$ cat src/hdl/tmps_pkg.sv
// tmps_pkg: constants, types and state codes for the trimmed-mean pH sensor core
// used by the interfaces, the insertion cells, the divider and the top level
`default_nettype none

package tmps_pkg;

  // window geometry
  localparam int WINDOW   = 10;
  localparam int TRIM     = 2;
  localparam int ADC_BITS = 12;

  // kept span of the sorted window; a trim that eats the window keeps the middle entry
  localparam int FIRST = (2 * TRIM >= WINDOW) ? (WINDOW / 2) : TRIM;
  localparam int KEEP  = (2 * TRIM >= WINDOW) ? 1 : (WINDOW - 2 * TRIM);

  // fixed field widths
  localparam int SAMPLE_W  = 12;
  localparam int CFG_W     = 24;
  localparam int PH_W      = 24;
  localparam int MEAN_W    = 12;
  localparam int CFG_IDX_W = 1;

  // q24 slope times counts down to q16 pH is a divide by 256
  localparam int DEN_SH = 8;

  // derived datapath widths
  localparam int IDX_W  = $clog2(WINDOW);
  localparam int SUM_W  = ADC_BITS + $clog2(KEEP);
  localparam int PROD_W = CFG_W + SUM_W + 1;
  localparam int NUM_W  = PROD_W + 1;

  // |slope * sum| plus the rounding and floor terms stays below 2^MAG_W
  localparam int MAG_W   = CFG_W + SUM_W - 1;
  localparam int PH_X_W  = MAG_W - DEN_SH;
  localparam int QUO_W   = PH_X_W + 1;
  localparam int KEEP_LG = $clog2(KEEP);

  // divisor for the pH term is kept count times 256, rounding adds half of it
  localparam logic [NUM_W-1:0] DEN_PH   = NUM_W'(KEEP << DEN_SH);
  localparam logic [NUM_W-1:0] DEN_HALF = NUM_W'(KEEP << (DEN_SH - 1));

  // reciprocals of the kept count, exact for operands below 2^PH_X_W and 2^SUM_W
  localparam int RCP_SH_PH = PH_X_W + KEEP_LG;
  localparam int RCP_SH_MN = SUM_W + KEEP_LG;
  localparam logic [PH_X_W:0] RCP_PH =
    (PH_X_W + 1)'(((longint'(1) << RCP_SH_PH) + KEEP - 1) / KEEP);
  localparam logic [SUM_W:0]  RCP_MN =
    (SUM_W + 1)'(((longint'(1) << RCP_SH_MN) + KEEP - 1) / KEEP);

  // register indexes
  localparam logic [CFG_IDX_W-1:0] CFG_SLOPE  = 1'd0;
  localparam logic [CFG_IDX_W-1:0] CFG_OFFSET = 1'd1;

  // register reset values
  localparam logic signed [CFG_W-1:0] SLOPE_RST  = -24'sd59894;
  localparam logic signed [CFG_W-1:0] OFFSET_RST = 24'sd1279967;

  // output saturation limits
  localparam logic signed [PH_W-1:0] PH_MAX = 24'sh7FFFFF;
  localparam logic signed [PH_W-1:0] PH_MIN = 24'sh800000;

  // link between neighboring insertion cells
  typedef struct packed {
    logic                occ;
    logic                gt;
    logic [ADC_BITS-1:0] val;
  } cell_link_t;

  // control sequence of the top level
  typedef enum logic [2:0] {
    ST_FILL,
    ST_SUM,
    ST_MUL,
    ST_DIV_GO,
    ST_DIV_WAIT,
    ST_OUT
  } tmps_state_t;

endpackage

`default_nettype wire

$ cat src/hdl/tmps_cell.sv
// tmps_cell: one slot of the sorted insertion chain
// depends on tmps_pkg for cell_link_t and ADC_BITS
`default_nettype none

module tmps_cell (
  input  wire                             clk,
  input  wire                             rst_n,
  input  wire                             ins,
  input  wire                             clr,
  input  wire [tmps_pkg::ADC_BITS-1:0]    sample,
  input  wire tmps_pkg::cell_link_t       left,
  output tmps_pkg::cell_link_t            link_o
);

  logic                          occ_r, occ_nxt;
  logic [tmps_pkg::ADC_BITS-1:0] val_r, val_nxt;
  logic                          gt;
  logic                          take;

  // this slot holds a larger value, or is the first empty slot
  assign gt   = occ_r && (val_r > sample);
  assign take = gt || (!occ_r && left.occ);

  // on insert the slot takes its left neighbor if that one moves too, else the sample
  always_comb begin
    occ_nxt = occ_r;
    val_nxt = val_r;
    if (clr) begin
      occ_nxt = 1'b0;
    end else if (ins && take) begin
      occ_nxt = 1'b1;
      val_nxt = left.gt ? left.val : sample;
    end
  end

  always_ff @(posedge clk) begin
    if (!rst_n) begin
      occ_r <= 1'b0;
    end else begin
      occ_r <= occ_nxt;
    end
  end

  // payload, no reset
  always_ff @(posedge clk) begin
    val_r <= val_nxt;
  end

  assign link_o.occ = occ_r;
  assign link_o.gt  = gt;
  assign link_o.val = val_r;

endmodule

`default_nettype wire

$ cat config.mk
export PLATFORM = sky130hd
export DESIGN_NAME = tmps_cell
export DESIGN_NICKNAME = d
export VERILOG_FILES = /design/src/hdl/tmps_pkg.sv /design/src/hdl/tmps_cell.sv
export SDC_FILE = /design/constraint.sdc
export NUM_CORES = 1
export LEC_CHECK = 0
export BUFFER_PORTS_ARGS = -buffer_cell sky130_fd_sc_hd__buf_2
export CAP_MARGIN = 30
export CELL_PAD_IN_SITES_DETAIL_PLACEMENT = 0
export CELL_PAD_IN_SITES_GLOBAL_PLACEMENT = 1
export CORE_MARGIN = 1.5
export CORE_UTILIZATION = 29
export CTS_CLUSTER_DIAMETER = 50
export CTS_CLUSTER_SIZE = 14
export DETAILED_ROUTE_END_ITERATION = 6
export HOLD_SLACK_MARGIN = 0.15
export PLACE_DENSITY = 0.75
export SLEW_MARGIN = 10
export SYNTH_ARGS = -nofsm -noshare
export SYNTH_HDL_FRONTEND = slang
export SYNTH_SLANG_ARGS = --single-unit
$ cat constraint.sdc
create_clock -name clk -period 2.25 [get_ports clk]
set_clock_uncertainty 0.15 [all_clocks]
set_input_delay 0.225 -clock clk [delete_from_list [all_inputs] [get_ports clk]]
set_output_delay 0.225 -clock clk [all_outputs]
set_load 0.01 [all_outputs]
==> results.yml, run 1 <==
setup_path:
  cp-start-kind: "flip-flop"
  crit_buf_inv: 1
  crit_path_max_incr_delay_ns: 0.43
  r2r_slack_ns: 0.08
  r2r-start: "val_r[10]"
  critical_path_class: "flip-flop to primary output"
  cp.depth: 5
  cp_slowest_cell: "edfxtp_1"
  path_cells: "ha_4 > nand4_1 > a311o_1 > a21oi_2 > buf_2"
  critPathTopFamily: "compound AO/OA/AOI/OAI gates"
  end_kind: "primary output"
  cp.arrival_ns: 1.86
  worst_r2r_path_depth: 5
  required_ns: 1.88
  r2r_end: "val_r[4]"
  critPathMaxFanout: 3
clocking:
  cts_buffers: 3
  clk_pin_slew_worst_paths_ns: 0.08
  cts_sinks: 13
  cts_root_buf: "clkbuf_4"
  cts_buffer_depth: 2
  clock_latency_ns: 0.27
  cts_tree: "done"
  htree_levels: 1
floorplan:
  die_h_um: 57.6
  die_area_sq_um: 3310
  initial_utilization: 0.310
  die_w_um: 57.6
  core-area_sq_um: 2780
  io_pins: 44
  num_rows: 19
sta:
  setup_viol: 0
  max_freq_mhz: 447
  maxSlewViolCount: 0
  min_period_over_period: 0.994
  min_period_ns: 2.24
  rsz0062_at_grt: "true"
  slew_headroom: 0.765
  hold_violations: 0
  worstMarginPinSlew_ns: 0.349
layout:
  final_area_sq_um: 1380
  drive_above_1_share: 0.401
  multi_input_area_sq_um: 474
  syn2layout_area_growth_pct: 60.1
  seq_area_sq_um: 380
  final_cells: 183
  nFillCells: 272
  nets: 195
  antenna_cells: 0
power:
  peakVddDrop_mv: 0.374
  p_leak_nw: 0.652
  powerDensity_nw_per_um2: 409
routing:
  wl_per_cell_um: 11.3
  drc: 0
  num_vias: 867
  top_layer: "met3"
  via_per_inst: 4.74
  wl_met1_um: 879
  drt_iter0_drc: 21
  drt-pass1-iter-count: 4
  wl_um: 2080
  ant_nets: 0
  wl_met3_um: 123
  route.met2.wl_um: 1070
placed_design:
  post_dp_cell_area_sq_um: 1120
  port_buffers: 43
  place.gp.congestion: 0.698
  place_inst: 160
  dpl.hpwl_um: 1560
global_route:
  gr-usage-all-layers: 0.126
  antenna_found_initial: 0
  grt_pass1_wl_um: 3240
  grt_max_degree: 24
  grt_remaining_overflow: 0
  grt_pass1_vias: 816
yosys:
  synth_fp_nets: 130
  syn_area_per_cell_sq_um: 9.81
  ys_types: 21
  synth.top_cell.area_share: 0.417
  ys_top_cells_by_count: "13 x inv_1, 13 x nand2_1, 12 x edfxtp_1, 12 x ha_1, 11 x o21ai_0"
  synth-edff-count: 12
  synth_area_sq_um: 863
  dominantRegCellSynth: "edfxtp_1"
  synth-seq-cells: 13
  synth_cells: 88
  synth_largest_area_cell: "edfxtp_1"
  seq_area_frac_synth: 0.441
  synth_area_leaders: "edfxtp_1 42%, ha_1 17%, o21ai_0 6.4%"
  yosysWarningCount: 0
  synthArstFlopShare: 0
worst_hold_path:
  worstHoldPathType: "primary input to flip-flop"
  holdPathEnd: "val_r[2]"
  min-delay-start: "sample[2]"
  holdPathStages: 3
run_status:
  status: "finished clean"
run:
  maxCapViolCount: 0
==> worst max path at each step <==
| stage | startpoint | end | slack, ns |
|---|---|---|---|
| after floorplan | val_r[3] | val_r[0] | 0.03 |
| after global placement | val_r[11] | val_r[9] | 0.14 |
| after detailed placement | val_r[7] | val_r[10] | 0.10 |
| after CTS | val_r[11] | link_o[12] | 0.006 |
| after global routing | val_r[7] | link_o[12] | -0.06 |
| final | val_r[10] | link_o[12] | 0.01 |
==> where the power goes <==
part           internal (mW)  switching (mW)  leakage, nW
Sequential             0.274         0.00417        0.118
Clock                 0.0686          0.0719       0.0150
Combinational         0.0790          0.0673        0.519
Total                  0.422           0.143        0.652
==> state kept, by name (all words and copies together) (netlist names) <==
| signal | cells |
|---|---|
| occ_r | 1 |
| val_r | 12 |
==> layout by cell type (no fill, tap or decap), drive strengths merged <==
master / count
buf: 49
inv: 13
dfxtp: 1
nand2b: 2
o31ai: 1
a311o: 1
edfxtp: 12
mux2: 1
a21oi: 6
ha: 12
dlygate4sd3: 15
nand4: 3
nand2: 13
nor3b: 1
o21ai: 12
nand3: 2
and2: 1
a311oi: 1
a221oi: 1
clkbuf: 4
nand4b: 1
==> what timing repair did <==
item,in CTS,in global routing
buffers inserted,2,2
hold buffers,15,0
setup endpoints to repair,1,13
gates resized for setup,1,7
pin swaps,1,3
endpoints found under the hold margin,13,0
==> routing by layer <==
metal  global-route usage  vias to the layer above
met1                0.143                      397
met3               0.0499                        0
li1                     -                      444
met2                0.235                       26
met5                    0                        -
met4                    0                        0
==> cells by family after synthesis <==
group	Yosys count	synth area share
AOI/OAI and AO/OA	22	0.159
adders and majority gates	12	0.174
buffers and inverters	17	0.0826
DFF	13	0.441
muxes	1	0.0130
and+or+nand+nor	23	0.130
==> worst register-to-register path, stage by stage, from the launching register on <==
cell	delay, ns
edfxtp_1	0.43
ha_4	0.30
nand4_1	0.15
a311o_1	0.42
a311oi_4	0.25
buf_4	0.19
==> stage by stage <==
stage / utilization / total power, mW / TNS [ns] / hold WS, ns / worst slack, ns
5_1_grt: 0.497 / 0.601 / -0.377 / 0.173 / -0.0614
3_3_place_gp: 0.403 / 0.390 / 0 / 0.251 / 0.144
3_5_place_dp: 0.403 / 0.393 / 0 / 0.255 / 0.103
4_1_cts: 0.476 / 0.561 / 0 / 0.162 / 0.00574
6_report: 0.497 / 0.565 / 0 / 0.162 / 0.0127
2_1_floorplan: - / 0.346 / 0 / 0.151 / 0.0260
==> layout make-up <==
| cell class | instances | area share |
|---|---|---|
| multi-input combinational | 58 | 0.343 |
| tap | 31 | 0.0281 |
| timing repair buffer | 64 | 0.300 |
| sequential | 13 | 0.275 |
| inverter | 13 | 0.0353 |
| clock buffer | 4 | 0.0190 |
(Power assumes the default switching activity.)
==> run 2, diff against run 1 <==
- CORE_UTILIZATION: 29 -> 34
- PLACE_DENSITY: 0.75 -> 0.82
- clock period: 2.25 -> 2.8 ns (I/O delays scaled with it)
==> results.yml, run 2 (synthesis results as in run 1) <==
floorplan:
  core-area_sq_um: 2430
  die_area_sq_um: 2850
  die_h_um: 53.4
  die_w_um: 53.4
  initial_utilization: 0.355
  num_rows: 18
  io_pins: 44
clocking:
  cts_buffers: 3
  cts_resized: 0
  cts_buffer_depth: 2
  cts_setup_buffers: 0
  cts_root_buf: "clkbuf_4"
  cts_sinks: 13
  clock_latency_ns: 0.27
  clk_pin_slew_worst_paths_ns: 0.08
  htree_levels: 1
  cts_tree: "done"
routing:
  num_vias: 821
  drc: 0
  via_per_inst: 4.69
  ant_nets: 0
  drt_iter0_drc: 4
  wl_um: 1900
  wl_per_cell_um: 10.9
  drt-pass1-iter-count: 4
run:
  maxCapViolCount: 0
power:
  seqPwrFrac: 0.516
  power_switching_uw: 107
  powerDensity_nw_per_um2: 345
  clock_power_share: 0.262
  peakVddDrop_mv: 0.224
  power.total_uw: 433
  intPower_uw: 326
  p_leak_nw: 0.614
  p_sw_frac: 0.247
  comb_power_share: 0.223
layout:
  final_area_sq_um: 1250
  drive_above_1_share: 0.352
  nets: 188
  largest_register_ffs: 12
  antenna_cells: 0
  layout_commonest_cell: "buf_2"
  final_cells: 175
  largest-register: "val_r"
  layout_common_cells: "43 x buf_2, 13 x inv_1, 13 x nand2_1"
  reg.largest.list: "val_r x12, occ_r x1"
  syn2layout_area_growth_pct: 45.4
worst_hold_path:
  worstHoldPathType: "primary input to flip-flop"
  holdPathEnd: "val_r[11]"
  holdPathStages: 3
  min-delay-start: "left[11]"
run_status:
  status: "finished clean"
global_route:
  grt_pass1_vias: 739
  grt_pass1_wl_um: 2900
  gr-usage-all-layers: 0.146
  grt_remaining_overflow: 0
  grt_max_degree: 24
  antenna_found_initial: 0
placed_design:
  place_inst: 159
  port_buffers: 43
  post_dp_cell_area_sq_um: 1110
  place.gp.congestion: 0.698
  dpl.hpwl_um: 1520
sta:
  worstMarginPinSlew_ns: 0.328
  min_period_over_period: 0.805
  hold_violations: 0
  rsz0062_at_grt: "false"
  maxSlewViolCount: 0
  tns_ns: 0
  slew_headroom: 0.781
  min_period_ns: 2.25
  max_freq_mhz: 444
  setup_viol: 0
setup_path:
  critPathTopFamily: "compound AO/OA/AOI/OAI gates"
  cp_slowest_cell: "edfxtp_1"
  crit_path_max_incr_delay_ns: 0.40
  cpMostUsedCell: "a21oi_1"
  r2r_end: "val_r[8]"
  critPathMaxFanout: 2
  end_kind: "primary output"
  cp-start-kind: "flip-flop"
  cp.arrival_ns: 1.82
  r2r-start: "val_r[11]"
  critical_path_class: "flip-flop to primary output"
  worst_r2r_path_depth: 5
  required_ns: 2.37
  r2r_slack_ns: 0.64
  path_cells: "ha_1 > a21oi_1 > o21ai_1 > a221oi_2 > a21oi_1 > buf_2"
  crit_buf_inv: 1
## run 2: area by class of cell
cell class / count / area (sq um)
Clock buffer: 4 / 26.3
Timing Repair Buffer: 57 / 350
Sequential cell: 13 / 380
Multi-Input combinational cell: 58 / 412
Inverter: 13 / 48.8
Tap cell: 30 / 37.5
Fill cell: 239 / 1180
## run 2: worst register-to-register path, stage by stage (launching register included)
cell and delay [ns]:
edfxtp_1 0.42, ha_1 0.33, nand4_1 0.16, a311o_1 0.33, a311oi_2 0.28, buf_4 0.21
## run 2: what timing repair did
item / 4_1_cts / 5_1_grt
hold buffers: 11 / 1
endpoints found under the hold margin: 10 / 1
setup endpoints to repair: 0 / 0
## run 2: how the worst max path moves through the flow
stage | startpoint | end | depth (start not counted)
final | val_r[5] | link_o[12] | 6
after global routing | val_r[5] | link_o[12] | 6
after CTS | val_r[5] | link_o[12] | 6
after detailed placement | sample[7] | val_r[7] | 7
after global placement | sample[7] | val_r[8] | 7
after floorplan | val_r[3] | val_r[0] | 4
## run 2: stage by stage
stage           util  setup slack [ns]  hold slack [ns]
6_report       0.516             0.546            0.159
3_5_place_dp   0.456             0.661            0.315
5_1_grt        0.516             0.414            0.174
3_3_place_gp   0.456             0.695            0.305
2_1_floorplan      -             0.421            0.206
4_1_cts        0.512             0.531            0.154
## run 2: power groups by stage
stage / Sequential (mW) / Clock, mW / Combinational, mW
2_1_floorplan: 0.230 / 0 / 0.0456
3_3_place_gp: 0.228 / 0 / 0.0830
3_5_place_dp: 0.228 / 0 / 0.0845
4_1_cts: 0.224 / 0.117 / 0.0967
5_1_grt: 0.224 / 0.127 / 0.110
6_report: 0.223 / 0.113 / 0.0965
## run 2: layer usage
metal | global-route usage | up-vias | part of all wire
li1 | - | 429 | -
met1 | 0.161 | 362 | 0.43
met2 | 0.255 | 28 | 0.50
met3 | 0.0254 | 2 | 0.047
met4 | 0.0897 | 0 | 0.015
met5 | 0 | - | 0
==> run 3, diff against run 2 <==
- CORE_UTILIZATION: 34 -> 29
- PLACE_DENSITY: 0.82 -> 0.75
- clock period: 2.8 -> 2 ns (I/O delays scaled with it)
==> results.yml, run 3 (synthesis results as in run 1) <==
run_status:
  status: "complete, but fails checks"
  violations: "negative setup slack"
global_route:
  gr-usage-all-layers: 0.135
  met3_usage: 0.0272
  grt_util_met1: 0.174
  grt_pass1_vias: 870
  grt-busiest-layer: "met2"
  grt_pass1_wl_um: 3550
  grt_remaining_overflow: 0
  grt_max_degree: 24
  use_met2: 0.239
  antenna_found_initial: 0
layout:
  final_area_sq_um: 1460
  syn2layout_area_growth_pct: 69.0
  layout_commonest_cell: "buf_2"
  largest_register_ffs: 12
  reg.largest.list: "val_r x12, occ_r x1"
  largest-register: "val_r"
  fin_util: 0.525
  antenna_cells: 0
  layout_common_cells: "43 x buf_2, 18 x dlygate4sd3_1, 13 x inv_1, 13 x nand2_1, 12 x edfxtp_1"
  nets: 204
  drive_above_1_share: 0.416
sta:
  min_period_ns: 2.20
  fin_hold_ws_ns: 0.155
  setup_ws_ns: -0.196
  slew_headroom: 0.773
  hold_violations: 0
  min_period_over_period: 1.10
  rsz0062_at_grt: "true"
  worstMarginPinSlew_ns: 0.341
  max_freq_mhz: 455
  setup_viol: 13
  maxSlewViolCount: 0
clocking:
  cts_root_buf: "clkbuf_4"
  htree_levels: 1
  clk_pin_slew_worst_paths_ns: 0.08
  cts_sinks: 13
  cts_buffers: 3
  cts_buffer_depth: 2
  clock_latency_ns: 0.28
  cts_tree: "done"
setup_path:
  end_kind: "flip-flop"
  r2r-start: "val_r[7]"
  path_cells: "ha_4 > nand4_1 > a311o_1 > a311oi_4 > buf_6"
  r2r_end: "val_r[10]"
  critical_path_class: "flip-flop to flip-flop"
  critPathMaxFanout: 8
  crit_path_max_incr_delay_ns: 0.43
  r2r_slack_ns: -0.20
  cp.arrival_ns: 2.04
  cp_slowest_cell: "edfxtp_1"
  cp-start-kind: "flip-flop"
  worst_r2r_path_depth: 5
  required_ns: 1.84
routing:
  wl_um: 2190
  wl_per_cell_um: 11.4
  ant_nets: 0
  drc: 0
  via_per_inst: 4.61
  drt_iter0_drc: 11
  drt-pass1-iter-count: 4
  num_vias: 886
floorplan:
  die_h_um: 57.6
  die_area_sq_um: 3310
  num_rows: 19
  initial_utilization: 0.310
  core-area_sq_um: 2780
  io_pins: 44
  die_w_um: 57.6
worst_hold_path:
  worstHoldPathType: "primary input to flip-flop"
  holdPathEnd: "val_r[6]"
  holdPathStages: 3
  min-delay-start: "sample[6]"
power:
  comb_power_share: 0.265
  powerDensity_nw_per_um2: 448
  power.total_uw: 653
  seqPwrFrac: 0.481
  p_sw_frac: 0.258
  intPower_uw: 484
  peakVddDrop_mv: 0.317
  p_leak_nw: 0.695
  clock_power_share: 0.254
  power_switching_uw: 169
placed_design:
  port_buffers: 43
  dpl.hpwl_um: 1660
  post_dp_cell_area_sq_um: 1200
  place.gp.congestion: 0.717
run:
  maxCapViolCount: 0
==> run 3: cell types whose count changed in the layout (fill, tap and decap cells not counted), sizes merged <==
cell	previous run	this run
buf	45	55
dlygate4sd3	12	18
==> run 3: how the worst max path moves through the flow <==
stage,end,cells past startpoint,slack (ns),startpoint
2_1_floorplan,val_r[0],4,-0.21,val_r[6]
3_3_place_gp,val_r[10],5,-0.08,val_r[7]
3_5_place_dp,val_r[9],5,-0.14,val_r[6]
4_1_cts,link_o[12],5,-0.20,val_r[10]
5_1_grt,link_o[12],5,-0.30,val_r[7]
6_report,val_r[10],5,-0.20,val_r[7]
==> run 3: power by group through the flow <==
stage / Sequential [mW] / Combinational [mW] / Clock (mW)
after detailed placement: 0.320 / 0.135 / 0
final: 0.314 / 0.173 / 0.166
after global placement: 0.319 / 0.131 / 0
after floorplan: 0.323 / 0.0698 / 0
after CTS: 0.314 / 0.172 / 0.173
after global routing: 0.315 / 0.195 / 0.184
==> run 3: final cells by class <==
| cell class | instances | area (sq um) |
|---|---|---|
| clock buffer | 4 | 26.3 |
| sequential | 13 | 380 |
| inverter | 13 | 48.8 |
| fill | 263 | 1320 |
| timing repair buffer | 73 | 493 |
| multi-input combinational | 58 | 472 |
| tap | 31 | 38.8 |
==> run 3: metrics by stage <==
step / cells / setup slack, ns / setup TNS (ns)
after floorplan: 88 / -0.215 / -2.57
after global placement: 167 / -0.0788 / -0.806
after detailed placement: 167 / -0.139 / -1.46
after CTS: 192 / -0.202 / -2.56
after global routing: 192 / -0.299 / -3.57
final: 192 / -0.196 / -2.38
==> run 3: repair_timing <==
item	4_1_cts	5_1_grt
hold endpoints to repair	13	0
cloned	0	0
setup endpoints to repair	13	13
resized for setup	4	2
pin swaps	4	3
hold buffers	18	0
setup buffers	3	0
==> run 3: critical path: cells and delay by family, from the launching register on <==
kind | cells | cell delay (ns)
flops | 1 | 0.43
simple gates | 1 | 0.14
fa+ha+maj | 1 | 0.30
buf+inv | 1 | 0.19
compound gates | 2 | 0.70
==> run 3: layer usage <==
metal | share of wire | wire (um) | vias to the layer above
met5 | 0 | 0 | -
met4 | 0 | 0 | 0
met3 | 0.045 | 99 | 0
met2 | 0.51 | 1120 | 25
met1 | 0.44 | 964 | 402
li1 | - | - | 459
